[src/sv/scheduled_window_averager_macros.svh]
// Assertion macros shared by the scheduled window averager RTL.
`ifndef SCHEDULED_WINDOW_AVERAGER_MACROS_SVH
`define SCHEDULED_WINDOW_AVERAGER_MACROS_SVH

// Same-cycle implication, sampled on clk, off while rst is high.
`define SWA_ASSERT_SAME(label, cond, prop, msg) \
  label: assert property (@(posedge clk) disable iff (rst) (cond) |-> (prop)) \
    else $error(msg);

// Next-cycle implication, sampled on clk, off while rst is high.
`define SWA_ASSERT_NEXT(label, cond, prop, msg) \
  label: assert property (@(posedge clk) disable iff (rst) (cond) |=> (prop)) \
    else $error(msg);

`endif

[src/sv/swa_pkg.sv]
// Package: shared constants, sequencer states and divider status for the window averager.
`default_nettype none

package swa_pkg;

  localparam int DEF_CHANNELS    = 6;
  localparam int DEF_SAMPLE_BITS = 32;
  localparam int STEP_BITS       = 48;
  localparam int SUM_BITS        = 48;
  localparam int REG_BITS        = 16;
  localparam int REG_IDX_BITS    = 2;

  // Configuration register indexes
  localparam logic [REG_IDX_BITS-1:0] REG_SAMPLE_SPACING      = 2'd0;
  localparam logic [REG_IDX_BITS-1:0] REG_SAMPLES_PER_AVERAGE = 2'd1;
  localparam logic [REG_IDX_BITS-1:0] REG_OUTPUT_PERIOD       = 2'd2;

  typedef enum logic [10:0] {
    S_IDLE       = 11'b000_0000_0001,
    S_SCHED_GO   = 11'b000_0000_0010,
    S_SCHED_WAIT = 11'b000_0000_0100,
    S_SCHED_BASE = 11'b000_0000_1000,
    S_SCHED_WRAP = 11'b000_0001_0000,
    S_CHECK      = 11'b000_0010_0000,
    S_ACC        = 11'b000_0100_0000,
    S_COUNT      = 11'b000_1000_0000,
    S_DIV_GO     = 11'b001_0000_0000,
    S_DIV_WAIT   = 11'b010_0000_0000,
    S_OUT        = 11'b100_0000_0000
  } state_t;

  typedef struct packed {
    logic busy;
    logic done;
  } div_status_t;

endpackage

`default_nettype wire

[src/sv/scheduled_window_averager.sv]
// Top level: decimating boxcar averager with a step schedule and a shared serial divider.
`default_nettype none

// Each input beat is one simulation timestep: a step number and CHANNELS signed
// Q16.16 samples. A window is samples_per_average samples taken sample_spacing
// steps apart, ending on a multiple of output_period; a start beat clears the
// window and schedules its first sampling step, then counts as an ordinary step.
// When the window completes, one output beat carries the completing step number
// and the per-channel means (sum / samples_per_average, truncated toward zero,
// saturated to the sample range). A register that holds 0 acts as 1.
// Flow: every beat is checked against the schedule; a sampling beat then adds
// each channel into its sum and counts the sample; a start beat first runs the
// schedule division (step / period), and a window-closing beat divides each
// channel sum by n in turn. The single serial divider dominates the timing;
// one 48-bit adder serves the channel sums one per cycle.
// s_tready is high only while the sequencer is idle. A finished result sits in
// the output register, so the next input beat is taken while it waits; a
// second result waits in the sequencer until the first is taken.

module scheduled_window_averager #(
  parameter  int CHANNELS    = swa_pkg::DEF_CHANNELS,
  parameter  int SAMPLE_BITS = swa_pkg::DEF_SAMPLE_BITS,
  localparam int DATA_BITS   = ((swa_pkg::STEP_BITS + CHANNELS * SAMPLE_BITS + 7) / 8) * 8
) (
  input  wire logic                              clk,
  input  wire logic                              rst,
  // input stream
  input  wire logic                              s_tvalid,
  output logic                                   s_tready,
  // step_number, sample_a, sample_b, ... (one per channel), zero pad
  input  wire logic [DATA_BITS-1:0]              s_tdata,
  // action (0 ordinary step, 1 start)
  input  wire logic                              s_tuser,
  // output stream
  output logic                                   m_tvalid,
  input  wire logic                              m_tready,
  // emit_step, mean_a, mean_b, ... (one per channel), zero pad
  output logic      [DATA_BITS-1:0]              m_tdata,
  // configuration writes
  input  wire logic                              cfg_we,
  input  wire logic [swa_pkg::REG_IDX_BITS-1:0]  cfg_index,
  input  wire logic [swa_pkg::REG_BITS-1:0]      cfg_data
);

`include "scheduled_window_averager_macros.svh"

  localparam int STEP_BITS  = swa_pkg::STEP_BITS;
  localparam int SUM_BITS   = swa_pkg::SUM_BITS;
  localparam int REG_BITS   = swa_pkg::REG_BITS;
  localparam int PROD_BITS  = 2 * REG_BITS;
  localparam int SCHED_BITS = STEP_BITS + 2;
  localparam int CHAN_BITS  = (CHANNELS > 1) ? $clog2(CHANNELS) : 1;

  // Saturation bounds for the means
  localparam logic [SUM_BITS-1:0]    MAG_HI  = (SUM_BITS'(1) << (SAMPLE_BITS - 1)) - SUM_BITS'(1);
  localparam logic [SUM_BITS-1:0]    MAG_LO  = SUM_BITS'(1) << (SAMPLE_BITS - 1);
  localparam logic [SAMPLE_BITS-1:0] MEAN_HI = {1'b0, {(SAMPLE_BITS - 1){1'b1}}};
  localparam logic [SAMPLE_BITS-1:0] MEAN_LO = {1'b1, {(SAMPLE_BITS - 1){1'b0}}};

  // Configuration registers
  logic [REG_BITS-1:0] sample_spacing;
  logic [REG_BITS-1:0] samples_per_average;
  logic [REG_BITS-1:0] output_period;
  logic [REG_BITS-1:0] sp_eff;
  logic [REG_BITS-1:0] n_eff;
  logic [REG_BITS-1:0] p_eff;
  logic [PROD_BITS-1:0] prod;
  logic [PROD_BITS-1:0] prod_next;

  // Sequencer and window state
  swa_pkg::state_t                 state;
  logic [CHAN_BITS-1:0]            chan;
  logic [REG_BITS-1:0]             samples_taken;
  logic [STEP_BITS-1:0]            next_sample_step;
  logic [SUM_BITS-1:0]             sums [CHANNELS];

  // Latched input beat
  logic [STEP_BITS-1:0]            in_step;
  logic signed [SAMPLE_BITS-1:0]   in_sample [CHANNELS];

  // Schedule working value and staged means
  logic signed [SCHED_BITS-1:0]    base;
  logic [SAMPLE_BITS-1:0]          means [CHANNELS];

  // Output register
  logic                            out_valid;
  logic                            out_load;
  logic [STEP_BITS-1:0]            out_step;
  logic [SAMPLE_BITS-1:0]          out_mean [CHANNELS];

  // Datapath nets
  logic                            in_accept;
  logic                            chan_last;
  logic [SUM_BITS-1:0]             cur_sum;
  logic [SUM_BITS-1:0]             acc_sum;
  logic                            sum_neg;
  logic [SUM_BITS-1:0]             sum_mag;
  logic [SUM_BITS-1:0]             neg_q;
  logic [SAMPLE_BITS-1:0]          mean_val;
  logic [REG_BITS-1:0]             cnt_inc;
  logic signed [SCHED_BITS-1:0]    ts_ext;
  logic signed [SCHED_BITS-1:0]    base_calc;
  logic [STEP_BITS-1:0]            sched_wrap;

  // Divider hookup
  logic                            div_start;
  logic [SUM_BITS-1:0]             div_dividend;
  logic [REG_BITS-1:0]             div_divisor;
  logic [SUM_BITS-1:0]             div_quo;
  logic [REG_BITS-1:0]             div_rem;
  swa_pkg::div_status_t            div_stat;

  // Zero registers behave as one
  assign sp_eff    = (sample_spacing == '0)      ? REG_BITS'(1) : sample_spacing;
  assign n_eff     = (samples_per_average == '0) ? REG_BITS'(1) : samples_per_average;
  assign p_eff     = (output_period == '0)       ? REG_BITS'(1) : output_period;
  // Window span (n - 1) * spacing, registered off the config registers
  assign prod_next = PROD_BITS'(n_eff - REG_BITS'(1)) * PROD_BITS'(sp_eff);

  always_ff @(posedge clk) begin
    if (rst) begin
      sample_spacing      <= REG_BITS'(1);
      samples_per_average <= REG_BITS'(1);
      output_period       <= REG_BITS'(1);
    end else if (cfg_we) begin
      case (cfg_index)
        swa_pkg::REG_SAMPLE_SPACING:      sample_spacing      <= cfg_data;
        swa_pkg::REG_SAMPLES_PER_AVERAGE: samples_per_average <= cfg_data;
        swa_pkg::REG_OUTPUT_PERIOD:       output_period       <= cfg_data;
        default: ;
      endcase
    end
  end

  always_ff @(posedge clk) begin
    prod <= prod_next;
  end

  assign s_tready  = (state == swa_pkg::S_IDLE);
  assign in_accept = s_tvalid && s_tready;
  assign chan_last = (chan == CHAN_BITS'(CHANNELS - 1));
  // Load a finished result once the output register is free or being taken
  assign out_load  = (state == swa_pkg::S_OUT) && (!out_valid || m_tready);

  // One shared adder walks the channels; the sum at chan also feeds the divider
  always_comb begin
    cur_sum = sums[chan];
    acc_sum = cur_sum + SUM_BITS'(in_sample[chan]);
    sum_neg = cur_sum[SUM_BITS-1];
    sum_mag = sum_neg ? (SUM_BITS'(0) - cur_sum) : cur_sum;
  end

  // Restore the sign of the quotient and clamp to the sample range
  always_comb begin
    neg_q = SUM_BITS'(0) - div_quo;
    if (!sum_neg) begin
      mean_val = (div_quo > MAG_HI) ? MEAN_HI : div_quo[SAMPLE_BITS-1:0];
    end else begin
      mean_val = (div_quo > MAG_LO) ? MEAN_LO : neg_q[SAMPLE_BITS-1:0];
    end
  end

  // First sampling step: round up to the period, back off the window span,
  // and push forward one period if that lands before the current step
  always_comb begin
    ts_ext = $signed({2'b00, in_step});
    if ((div_rem == '0) && (n_eff == REG_BITS'(1))) begin
      base_calc = ts_ext;
    end else begin
      base_calc = ts_ext - SCHED_BITS'(div_rem) + SCHED_BITS'(p_eff) - SCHED_BITS'(prod);
    end
    if (base < ts_ext) begin
      sched_wrap = STEP_BITS'(base + SCHED_BITS'(p_eff));
    end else begin
      sched_wrap = STEP_BITS'(base);
    end
  end

  assign cnt_inc = samples_taken + REG_BITS'(1);

  // Divider serves the schedule (step / period) and the means (|sum| / n)
  assign div_start    = (state == swa_pkg::S_SCHED_GO) || (state == swa_pkg::S_DIV_GO);
  assign div_dividend = (state == swa_pkg::S_SCHED_GO) ? SUM_BITS'(in_step) : sum_mag;
  assign div_divisor  = (state == swa_pkg::S_SCHED_GO) ? p_eff : n_eff;

  swa_div #(
    .DIVIDEND_BITS (SUM_BITS),
    .DIVISOR_BITS  (REG_BITS)
  ) u_div (
    .clk       (clk),
    .rst       (rst),
    .start     (div_start),
    .dividend  (div_dividend),
    .divisor   (div_divisor),
    .quotient  (div_quo),
    .remainder (div_rem),
    .status    (div_stat)
  );

  always_ff @(posedge clk) begin
    if (rst) begin
      state            <= swa_pkg::S_IDLE;
      chan             <= '0;
      samples_taken    <= '0;
      next_sample_step <= '0;
      out_valid        <= 1'b0;
      for (int i = 0; i < CHANNELS; i++) begin
        sums[i] <= '0;
      end
    end else begin
      // Load a finished result, or drop the output beat once taken
      if (out_load) begin
        out_valid <= 1'b1;
      end else if (m_tready) begin
        out_valid <= 1'b0;
      end
      case (state)
        swa_pkg::S_IDLE: begin
          if (in_accept) begin
            in_step <= s_tdata[STEP_BITS-1:0];
            for (int i = 0; i < CHANNELS; i++) begin
              in_sample[i] <= s_tdata[STEP_BITS + i * SAMPLE_BITS +: SAMPLE_BITS];
            end
            chan <= '0;
            if (s_tuser) begin
              // Start beat: clear the window, then schedule it
              samples_taken <= '0;
              for (int i = 0; i < CHANNELS; i++) begin
                sums[i] <= '0;
              end
              state <= swa_pkg::S_SCHED_GO;
            end else begin
              state <= swa_pkg::S_CHECK;
            end
          end
        end
        swa_pkg::S_SCHED_GO: begin
          state <= swa_pkg::S_SCHED_WAIT;
        end
        swa_pkg::S_SCHED_WAIT: begin
          if (div_stat.done) begin
            state <= swa_pkg::S_SCHED_BASE;
          end
        end
        swa_pkg::S_SCHED_BASE: begin
          base  <= base_calc;
          state <= swa_pkg::S_SCHED_WRAP;
        end
        swa_pkg::S_SCHED_WRAP: begin
          next_sample_step <= sched_wrap;
          state            <= swa_pkg::S_CHECK;
        end
        swa_pkg::S_CHECK: begin
          // Off-schedule steps leave no trace
          if (in_step == next_sample_step) begin
            state <= swa_pkg::S_ACC;
          end else begin
            state <= swa_pkg::S_IDLE;
          end
        end
        swa_pkg::S_ACC: begin
          sums[chan] <= acc_sum;
          if (chan_last) begin
            chan  <= '0;
            state <= swa_pkg::S_COUNT;
          end else begin
            chan <= chan + CHAN_BITS'(1);
          end
        end
        swa_pkg::S_COUNT: begin
          if (cnt_inc < n_eff) begin
            samples_taken    <= cnt_inc;
            next_sample_step <= next_sample_step + STEP_BITS'(sp_eff);
            state            <= swa_pkg::S_IDLE;
          end else begin
            // Window complete: schedule the next one and work out the means
            samples_taken    <= '0;
            next_sample_step <= in_step + STEP_BITS'(p_eff) - STEP_BITS'(prod);
            state            <= swa_pkg::S_DIV_GO;
          end
        end
        swa_pkg::S_DIV_GO: begin
          state <= swa_pkg::S_DIV_WAIT;
        end
        swa_pkg::S_DIV_WAIT: begin
          if (div_stat.done) begin
            means[chan] <= mean_val;
            sums[chan]  <= '0;
            if (chan_last) begin
              chan  <= '0;
              state <= swa_pkg::S_OUT;
            end else begin
              chan  <= chan + CHAN_BITS'(1);
              state <= swa_pkg::S_DIV_GO;
            end
          end
        end
        swa_pkg::S_OUT: begin
          // Hold until the output register is free
          if (out_load) begin
            out_step  <= in_step;
            for (int i = 0; i < CHANNELS; i++) begin
              out_mean[i] <= means[i];
            end
            state <= swa_pkg::S_IDLE;
          end
        end
        default: begin
          state <= swa_pkg::S_IDLE;
        end
      endcase
    end
  end

  assign m_tvalid = out_valid;

  always_comb begin
    m_tdata = '0;
    m_tdata[STEP_BITS-1:0] = out_step;
    for (int i = 0; i < CHANNELS; i++) begin
      m_tdata[STEP_BITS + i * SAMPLE_BITS +: SAMPLE_BITS] = out_mean[i];
    end
  end

  `SWA_ASSERT_SAME(a_div_start_free, div_start, !div_stat.busy, "divider restarted while busy")
  `SWA_ASSERT_SAME(a_div_done_waited, div_stat.done, (state == swa_pkg::S_SCHED_WAIT) || (state == swa_pkg::S_DIV_WAIT), "divider finished with no one waiting")
  `SWA_ASSERT_NEXT(a_start_clears, in_accept && s_tuser, samples_taken == '0, "start beat left a sample count")
  `SWA_ASSERT_SAME(a_emit_cleared, $rose(m_tvalid), samples_taken == '0, "result emitted with window still counting")
  `SWA_ASSERT_SAME(a_ready_div_idle, s_tready, !div_stat.busy, "input ready while divider busy")

endmodule

`default_nettype wire

[src/sv/swa_div.sv]
// Serial restoring divider: unsigned quotient and remainder, one bit per clock.
`default_nettype none

module swa_div #(
  parameter int DIVIDEND_BITS = swa_pkg::SUM_BITS,
  parameter int DIVISOR_BITS  = swa_pkg::REG_BITS
) (
  input  wire logic                     clk,
  input  wire logic                     rst,
  input  wire logic                     start,
  input  wire logic [DIVIDEND_BITS-1:0] dividend,
  input  wire logic [DIVISOR_BITS-1:0]  divisor,
  output logic      [DIVIDEND_BITS-1:0] quotient,
  output logic      [DIVISOR_BITS-1:0]  remainder,
  output swa_pkg::div_status_t          status
);

  localparam int CNT_BITS = $clog2(DIVIDEND_BITS + 1);

  logic [DIVIDEND_BITS-1:0] quo;
  logic [DIVISOR_BITS-1:0]  rem;
  logic [DIVISOR_BITS-1:0]  dsr;
  logic [CNT_BITS-1:0]      cnt;
  logic                     busy;
  logic                     done;

  logic [DIVISOR_BITS:0]    shifted;
  logic [DIVISOR_BITS:0]    diff;
  logic                     fits;

  // Trial subtract of the divisor from the partial remainder
  always_comb begin
    shifted = {rem, quo[DIVIDEND_BITS-1]};
    diff    = shifted - {1'b0, dsr};
    fits    = (shifted >= {1'b0, dsr});
  end

  always_ff @(posedge clk) begin
    if (rst) begin
      busy <= 1'b0;
      done <= 1'b0;
      cnt  <= '0;
    end else begin
      done <= 1'b0;
      if (start) begin
        quo  <= dividend;
        rem  <= '0;
        dsr  <= divisor;
        cnt  <= CNT_BITS'(DIVIDEND_BITS);
        busy <= 1'b1;
      end else if (busy) begin
        quo <= {quo[DIVIDEND_BITS-2:0], fits};
        rem <= fits ? diff[DIVISOR_BITS-1:0] : shifted[DIVISOR_BITS-1:0];
        cnt <= cnt - CNT_BITS'(1);
        if (cnt == CNT_BITS'(1)) begin
          busy <= 1'b0;
          done <= 1'b1;
        end
      end
    end
  end

  assign quotient    = quo;
  assign remainder   = rem;
  assign status.busy = busy;
  assign status.done = done;

endmodule

`default_nettype wire

[config.mk]
export PLATFORM = sky130hd
export DESIGN_NAME = scheduled_window_averager
export DESIGN_NICKNAME = d
export VERILOG_FILES = /design/src/sv/swa_pkg.sv /design/src/sv/scheduled_window_averager.sv /design/src/sv/swa_div.sv
export VERILOG_INCLUDE_DIRS = /design/src /design/src/sv
export SDC_FILE = /design/constraint.sdc
export NUM_CORES = 2
export LEC_CHECK = 0
export ABC_CLOCK_PERIOD_IN_PS = 23100
export BUFFER_PORTS_ARGS = -buffer_cell sky130_fd_sc_hd__buf_4
export CAP_MARGIN = 25
export CORE_ASPECT_RATIO = 0.6
export CORE_MARGIN = 4
export CORE_UTILIZATION = 50
export DETAILED_ROUTE_END_ITERATION = 6
export GPL_ROUTABILITY_DRIVEN = 0
export PLACE_DENSITY = 0.73
export REMOVE_ABC_BUFFERS = 1
export SLEW_MARGIN = 0
export SYNTH_ARGS = -nofsm -noshare
export SYNTH_HDL_FRONTEND = slang
export SYNTH_SLANG_ARGS = --single-unit
[constraint.sdc]
create_clock -name clk -period 23.1 [get_ports clk]
set_input_delay 2.31 -clock clk [delete_from_list [all_inputs] [get_ports clk]]
set_output_delay 2.31 -clock clk [all_outputs]
set_load 0.01 [all_outputs]
==> results.cfg <==
[drt]
detail-route-antenna-nets = 0
vias = 57665
routed_via_density = 6.02
routed_wl_um = 239000
drt_iter0_drc = 7835
drc = 7
dr.pass1.iters = 7
avgRoutedWirePerCell_um = 25.0

[worst_setup_path]
startpoint_type = flop
worst_path_max_delay_cell = a2111oi_0
reg2reg_to = prod[30]$_DFF_P_
slowest_delay_ns = 0.70
endpoint = prod[30]$_DFF_P_
path_common_cell = fa_1
arrival_ns = 9.40
end_kind = flop
required_ns = 23.81
r2r_slack_ns = 14.41
worstPathMaxFanout = 18
ff2ff_path_depth = 32
cp-startpoint = samples_per_average[8]$_SDFFE_PP0P_
r2r_start = samples_per_average[8]$_SDFFE_PP0P_
critical_path_class = reg -> reg

[floorplanning]
start_util_pct = 50.5
die_h_um = 315
die_w_um = 520
io_pins = 506
rows = 112
dieArea_sq_mm = 0.164
core_sq_mm = 0.156

[sta]
finalCriticalPeriod_ns = 8.69
hold_ws_ns = 0.407
skew_ns = 0.0423
fin_crit_sh_pct = 37.6
finalSetupTns_ns = 0
setup_viol = 0
finalHoldViolations = 0
tightestPinTransition_ns = 1.19
relSlewSlack_pct = 20.8
drv_slew = 0
rsz0062_at_grt = no
clock.fmax_mhz = 115

[synthesis]
yosysWarnings = 0
synth-seq-cells = 1356
seq_area_frac_synth_pct = 49.6
netlist_area_sq_mm = 0.0787
ys.flop_type = edfxtp_1
postSynthCellCount = 6890
synth-edff-count = 1186
async_flop_share_pct = 0
ys_types = 92
avgSynthCellArea_sq_um = 11.4

[place]
dp_cells = 9329
io_buffer_count = 505
place_hpwl_um = 173000

[final_layout]
stdcell_count = 9572
area_growth_pct = 13.6
layout-drive-gt1-share_pct = 13.9
fin_nets = 8333

[clocking]
cts_sinks = 1356
cts.clk_slew.worst_paths_ns = 0.06
ctsHoldBuffers = 0
max-clock-path-buffers = 3
postCtsSetupBuffers = 0
cts-resized-gates = 0
worstSkewPairLatency_ns = 0.80
htreeDepth = 4
cts_tree = done
cts-buffers-inserted = 130
cts_root_buf = clkbuf_16

[status]
violations = DRC
outcome = finished with violations

[grt]
grt_overflow = 0
globalRouteTotalUtil_pct = 28.6
grt_first_pass_wirelength_um = 354000
grt_pass1_vias = 55334
antenna_found_initial = 10
grt_max_degree = 192

[power]
ir_drop_mv = 0.0827
power.density_mw_per_mm2 = 69.7
leakagePower_nw = 35.8

[run]
maxCapViolCount = 0

[worst_hold_path]
hold_path_class = reg -> reg
hold_depth = 0
==> cell usage in the layout (no fill, tap or decap), types with 20 or more instances in the layout <==
master     synthesis  layout
a211oi_1          57      57
a21o_1           121     121
a21oi_1          387     386
a22oi_1           54      54
a31oi_1           42      41
and2_1           177     176
and3_1            66      64
buf_4              3     621
clkbuf_1         251      32
clkbuf_16          0     132
clkinv_1           0      20
dfxtp_1          170     167
edfxtp_1        1186    1186
fa_1             300     300
ha_1             413     413
inv_1            678     678
mux2_2            30      30
mux2i_1           86      85
mux4_2           128     128
nand2_1          517     511
nand2b_1          55      55
nand3_1           80      80
nand3b_1          20      20
nand4_1           60      60
nor2_1           643     637
nor2b_1           46      46
nor3_1           126     119
nor4_1            54      53
o211ai_1          23      23
o21a_1            41      41
o21ai_0          264     264
o21ai_1           35      34
o21bai_1          25      25
or3_1             28      28
xnor2_1          254     254
xor2_1           171     171
==> registers in the layout (all words and copies together) (netlist names), named ones only <==
signal / flops
base: 50
chan: 3
in_sample: 192
in_step: 48
m_tvalid: 1
means: 192
next_sample_step: 48
out_mean: 192
out_step: 48
output_period: 16
prod: 32
sample_spacing: 16
samples_per_average: 16
samples_taken: 16
state: 11
sums: 384
u_div.busy: 1
u_div.cnt: 6
u_div.done: 1
u_div.dsr: 16
u_div.quotient: 48
u_div.remainder: 16
==> Yosys cell counts (42+ instances only) <==
library cell	instances	share of area, %
a211oi_1	57	0.54
and2_1	177	1.4
a21o_1	121	1.2
a31oi_1	42	0.33
mux2i_1	86	1.1
xnor2_1	254	2.8
nand2b_1	55	0.44
dfxtp_1	170	4.3
mux4_2	128	3.7
nor3_1	126	0.80
nor2_1	643	3.1
o21ai_0	264	1.7
nand3_1	80	0.51
fa_1	300	7.6
nor4_1	54	0.43
xor2_1	171	1.9
nor2b_1	46	0.37
ha_1	413	6.6
clkbuf_1	251	1.2
nand2_1	517	2.5
a22oi_1	54	0.52
a21oi_1	387	2.5
nand4_1	60	0.48
and3_1	66	0.52
inv_1	678	3.2
edfxtp_1	1186	45
==> per-stage QoR <==
stage / worst slack (ns) / util, % / instance area (sq um) / power (mW)
after detailed placement: 14.62 / 54.6 / 85000 / 4.09
after global placement: 14.88 / 54.5 / 85000 / 4.06
after CTS: 14.60 / 57.3 / 89300 / 6.21
final: 14.41 / 57.3 / 89300 / 6.22
after global routing: 14.08 / 57.3 / 89300 / 6.48
after floorplan: 5.81 / - / 77500 / 3.70
==> cells by family after synthesis <==
group	synth area share, %
AOI/OAI and AO/OA	9.73
buffers and inverters	4.76
DFF	49.6
adders and majority gates	14.2
xor gates and xnor gates	4.73
muxes	5.19
and+or+nand+nor	11.8
==> cell type report <==
cell class	count	area, sq um
clock buffers	167	3460
flip-flops and latches	1356	39000
diodes	10	25.0
fillers	12706	66500
well taps	2109	2640
clock inverters	62	759
inverters	681	2560
multi-input cells	4558	36100
repair buffers	629	4790
==> layer usage <==
metal	routed length (um)	vias to the layer above	GRT usage, %
met3	34900	492	10.4
met2	95400	3678	38.9
li1	-	25378	-
met1	102000	28105	42.8
met4	6880	12	7.77
met5	86	-	0
==> power breakdown <==
part           total (mW)  switching, mW  internal (mW)
Clock                2.13          0.996           1.14
Combinational        1.24          0.794          0.445
Sequential           2.85         0.0565           2.80
Total                6.22           1.85           4.38
==> critical path, delay by kind of cell (launching register included) <==
kind	cells	cell delay, ns
xor gates and xnor gates	2	0.26
and+or+nand+nor	8	1.41
adders and majority gates	8	3.61
DFF	1	0.37
AOI/OAI and AO/OA	7	2.16
buffers and inverters	7	0.81
==> how the worst min path moves through the flow <==
stage	slack (ns)	from	endpoint
after global routing	0.41	means[2][3]$_DFFE_PP_	out_mean[2][3]$_DFFE_PP_
final	0.41	means[2][3]$_DFFE_PP_	out_mean[2][3]$_DFFE_PP_
after CTS	0.40	means[2][3]$_DFFE_PP_	out_mean[2][3]$_DFFE_PP_
after floorplan	0.40	means[0][0]$_DFFE_PP_	out_mean[0][0]$_DFFE_PP_
after detailed placement	0.40	means[0][12]$_DFFE_PP_	out_mean[0][12]$_DFFE_PP_
after global placement	0.40	means[1][6]$_DFFE_PP_	out_mean[1][6]$_DFFE_PP_
No activity file was read; power rests on OpenSTA's default activity.
